File: src/design/gsbp_pkg.sv
// ============================================================================
// gsbp_pkg - shared definitions for the gshare / btb branch predictor
// Widths, stream packing sizes, item kinds and the btb entry layout.
// ============================================================================
package gsbp_pkg;

    localparam int PC_W              = 64;
    localparam int CTR_W             = 2;
    localparam int IDX_LSB           = 2;   // instructions are word aligned

    localparam int BTB_ENTRIES_DEF   = 1024;
    localparam int PHT_ENTRIES_DEF   = 256;
    localparam int HISTORY_BITS_DEF  = 8;

    // slave tdata: pc, actual_next_pc, predicted_next_pc, four flags
    localparam int S_FIELDS_W        = 3 * PC_W + 4;
    localparam int S_TDATA_W         = ((S_FIELDS_W + 7) / 8) * 8;
    // master tdata: next_pc, mispredict, btb_hit, predict_taken
    localparam int M_FIELDS_W        = PC_W + 3;
    localparam int M_TDATA_W         = ((M_FIELDS_W + 7) / 8) * 8;

    localparam logic [PC_W-1:0] PC_STEP = PC_W'(4);

    typedef enum logic {
        OP_PREDICT = 1'b0,
        OP_RESOLVE = 1'b1
    } opcode_t;

    typedef logic [CTR_W-1:0] ctr_t;

    typedef struct packed {
        logic            valid;
        logic            cond;
        logic [PC_W-1:0] tag;
        logic [PC_W-1:0] target;
    } btb_line_t;

endpackage

File: src/design/gsbp_pht.sv
// ============================================================================
// gsbp_pht - pattern history table
// Two-bit counter memory, one write and one registered read per cycle,
// with write data forwarded to a read of the same counter in the same cycle.
// ============================================================================
module gsbp_pht #(
    parameter int  ENTRIES = gsbp_pkg::PHT_ENTRIES_DEF,
    localparam int IDX_W   = $clog2(ENTRIES)
) (
    input  logic              aclk,
    input  logic              rd_en,
    input  logic [IDX_W-1:0]  rd_idx,
    output gsbp_pkg::ctr_t    rd_data,
    input  logic              wr_en,
    input  logic [IDX_W-1:0]  wr_idx,
    input  gsbp_pkg::ctr_t    wr_data
);
    import gsbp_pkg::*;

    ctr_t pht_mem [ENTRIES];
    ctr_t rd_data_reg;

    always_ff @(posedge aclk) begin
        if (wr_en) begin
            pht_mem[wr_idx] <= wr_data;
        end
    end

    always_ff @(posedge aclk) begin
        if (rd_en) begin
            rd_data_reg <= (wr_en && (wr_idx == rd_idx)) ? wr_data : pht_mem[rd_idx];
        end
    end

    assign rd_data = rd_data_reg;

endmodule

File: config.mk
export PLATFORM = sky130hd
export DESIGN_NAME = gsbp_pht
export DESIGN_NICKNAME = d
export VERILOG_FILES = /design/src/design/gsbp_pkg.sv /design/src/design/gsbp_pht.sv
export SDC_FILE = /design/constraint.sdc
export NUM_CORES = 1
export LEC_CHECK = 0
export ABC_AREA = 1
export BUFFER_PORTS_ARGS = -buffer_cell sky130_fd_sc_hd__buf_2
export CAP_MARGIN = 10
export CORE_MARGIN = 3
export CORE_UTILIZATION = 50
export DETAILED_ROUTE_END_ITERATION = 8
export HOLD_SLACK_MARGIN = 0.15
export PLACE_DENSITY = 0.68
export SYNTH_ARGS = -nofsm -noshare
export SYNTH_HDL_FRONTEND = slang
export SYNTH_SLANG_ARGS = --single-unit
File: constraint.sdc
create_clock -name aclk -period 1.7 [get_ports aclk]
set_clock_uncertainty 0.05 [all_clocks]
set_input_delay 0.34 -clock aclk [delete_from_list [all_inputs] [get_ports aclk]]
set_output_delay 0.34 -clock aclk [all_outputs]
set_load 0.005 [all_outputs]
==> flow_summary.ini <==
[yosys]
synth_top_cell_area_share_pct = 69.2
synthesis.area_sq_um = 22300
yosys.area_share.xor_xnor_pct = 0.118
ys_ff_latch = 514
yosys-top-cells-area = edfxtp_1 (69%), nand3_1 (11%), nand2_1 (10%)
synth_edf_count = 514
yosys.area_share.adder_pct = 0
ys_seq_area_share_pct = 69.2
synth_area_leader_cell = edfxtp_1
async_flop_share_pct = 0
ys_types = 18
syn_nets = 2105
synth_commonest_cells = nand2_1 (596), edfxtp_1 (514), nand3_1 (494)
yosysWarnings = 0
synthMuxAreaShare_pct = 0
synth_cells = 2084
yosys.area_share.simple_pct = 26.1
synth_compound_area_share_pct = 0
synthMostInstantiatedCell = nand2_1
synth_top_family_by_area = simple AND/OR/NAND/NOR gates
synthFlopType = edfxtp_1
syn_area_per_cell_sq_um = 10.7

[grt]
overflow = 0
antenna_found_initial = 0
grt_pass1_wl_microns = 89800
grt_pass1_vias = 15752
grt_max_degree = 88
grt_use_total_pct = 24.9

[setup_path]
cp.required_ns = 1.99
cp_max_fo = 1
regToRegSetupSlack_ns = 0.04
r2r_cells = 12
critPathKind = reg2reg
cp-start-kind = register
arrival_ns = 1.94
cp-end-kind = register

[drt]
wl_microns = 58700
vias = 16061
first_pass_iters = 6
wl_per_cell_microns = 21.1
ant_nets = 0
drc = 0
drt_iter0_drc = 1809
vias_per_cell = 5.76

[power_and_ir_drop]
irDropWorstVdd_v = 0.000858
p_per_area_nw_per_um2 = 1030
p_leak_nw = 9.46

[floorplan]
start_util_pct = 51.2
fp.coreArea_sq_um = 43600
fp-row-count = 76
io_pins = 23
fp.dieH_microns = 217
die_area_sq_um = 47200
dieWidth_microns = 217

[sta]
finalHoldViolations = 0
min_period_ns = 1.66
slew_violations = 0
final.period_utilization_pct = 97.5
rsz0062_at_grt = true
fin_ws_ns = 0.0419
finalSetupTns_ns = 0
fmax_mhz = 603
finalSetupViolCount = 0
tightest_slew_ns = 0.523
slew_headroom_pct = 65.1

[clock_tree]
clk_pin_slew_ns = 0.06
root_buffer = clkbuf_16
clk_path_buf_depth = 3
worst_skew_pair.late_latency_ns = 0.60
cts_tree = yes
cts_buffers = 53
cts_sinks = 514
htreeDepth = 2

[min_path]
hold_depth = 2
hold_path_class = in2reg

[final_layout]
regArea_sq_um = 15400
final_core_util_pct = 60.9
areaGrowthSynthToFinish_pct = 18.9
nets = 2188
diodes = 0
finalInstanceArea_sq_um = 26500
multi_input_area_sq_um = 6320
drive_gt1_share_pct = 15.0
largest_reg_flops = 512
fill_cells = 3513

[placed_design]
dp_hpwl_microns = 36200
place_ws_ns = -0.573
dpl_cell_area_sq_um = 24300
place_congestion = 0.851
io_buffer_count = 22

[run_status]
status = complete, no violations

[job]
cap_violations = 0
[cell type report]
type / instances / area share (%)
clock buffer: 69 / 5.31
multi-input combinational: 1385 / 23.8
sequential: 514 / 58.2
inverter: 41 / 0.608
clock inverter: 23 / 0.986
timing repair buffer: 172 / 8.31
tap: 585 / 2.76
[timing repair]
action,in CTS,in global routing
endpoints found under the setup margin,2,2
resized for setup,10,89
endpoints found under the hold margin,34,0
setup buffers,0,0
hold buffers,3,0
pin swaps,1,37
[metal layers]
layer / vias up / global-route usage [%] / share of wire (%)
met5: - / 0 / 0
met4: 0 / 8.48 / 2.8
met3: 116 / 3.95 / 7.9
met2: 712 / 40.6 / 49
met1: 7884 / 34.4 / 41
li1: 7349 / - / -
[where the power goes]
group	switching [mW]	internal, mW
clock network	4.63	6.69
registers	0.0136	14.0
logic	1.39	0.751
total	6.04	21.4
[path summary, 6_finish.rpt]
| path | to | from |
|---|---|---|
| worst min-delay path | pht_mem[143][1] | wr_data[1] |
| worst min register to register | rd_data[0] | pht_mem[16][0] |
| worst max register to register | rd_data[1] | pht_mem[47][1] |
| worst max-delay path | rd_data[1] | pht_mem[47][1] |
[metrics by stage]
stage	cells	total power [mW]	hold WS, ns
2_1_floorplan	2084	15.3	0.389
3_3_place_gp	2694	16.2	0.541
3_5_place_dp	2694	16.2	0.543
4_1_cts	2789	27.5	0.183
5_1_grt	2789	28.3	0.196
6_report	2789	27.5	0.213
[kinds of logic (layout without fill, tap and decap cells)]
family                 after synthesis  count (layout)
AND/OR/NAND/NOR                   1382            1382
flip-flops                         514             514
buffers and inverters              185             305
XOR/XNOR                             3               3
[layout by cell type, fill, tap and decap left out, types with 9 or more instances in the layout]
cell / instances
buf_12: 75
buf_2: 18
buf_4: 73
clkbuf_1: 15
clkbuf_16: 54
clkinv_1: 14
edfxtp_1: 514
inv_1: 36
nand2_1: 585
nand2_2: 9
nand3_1: 413
nand3_2: 77
nor2_1: 286
[worst max-delay path, cell delays in order, from the launching register on]
cell      delay [ns]
edfxtp_1        0.38
nand2_1         0.11
nand3_2         0.08
nand3_1         0.09
nand3_1         0.11
nand3_1         0.12
nand3_2         0.09
nand2_1         0.08
nand2_1         0.06
nand3_2         0.09
nand2_2         0.05
nand2_1         0.05
nand2_1         0.06
(Power assumes the default switching activity.)
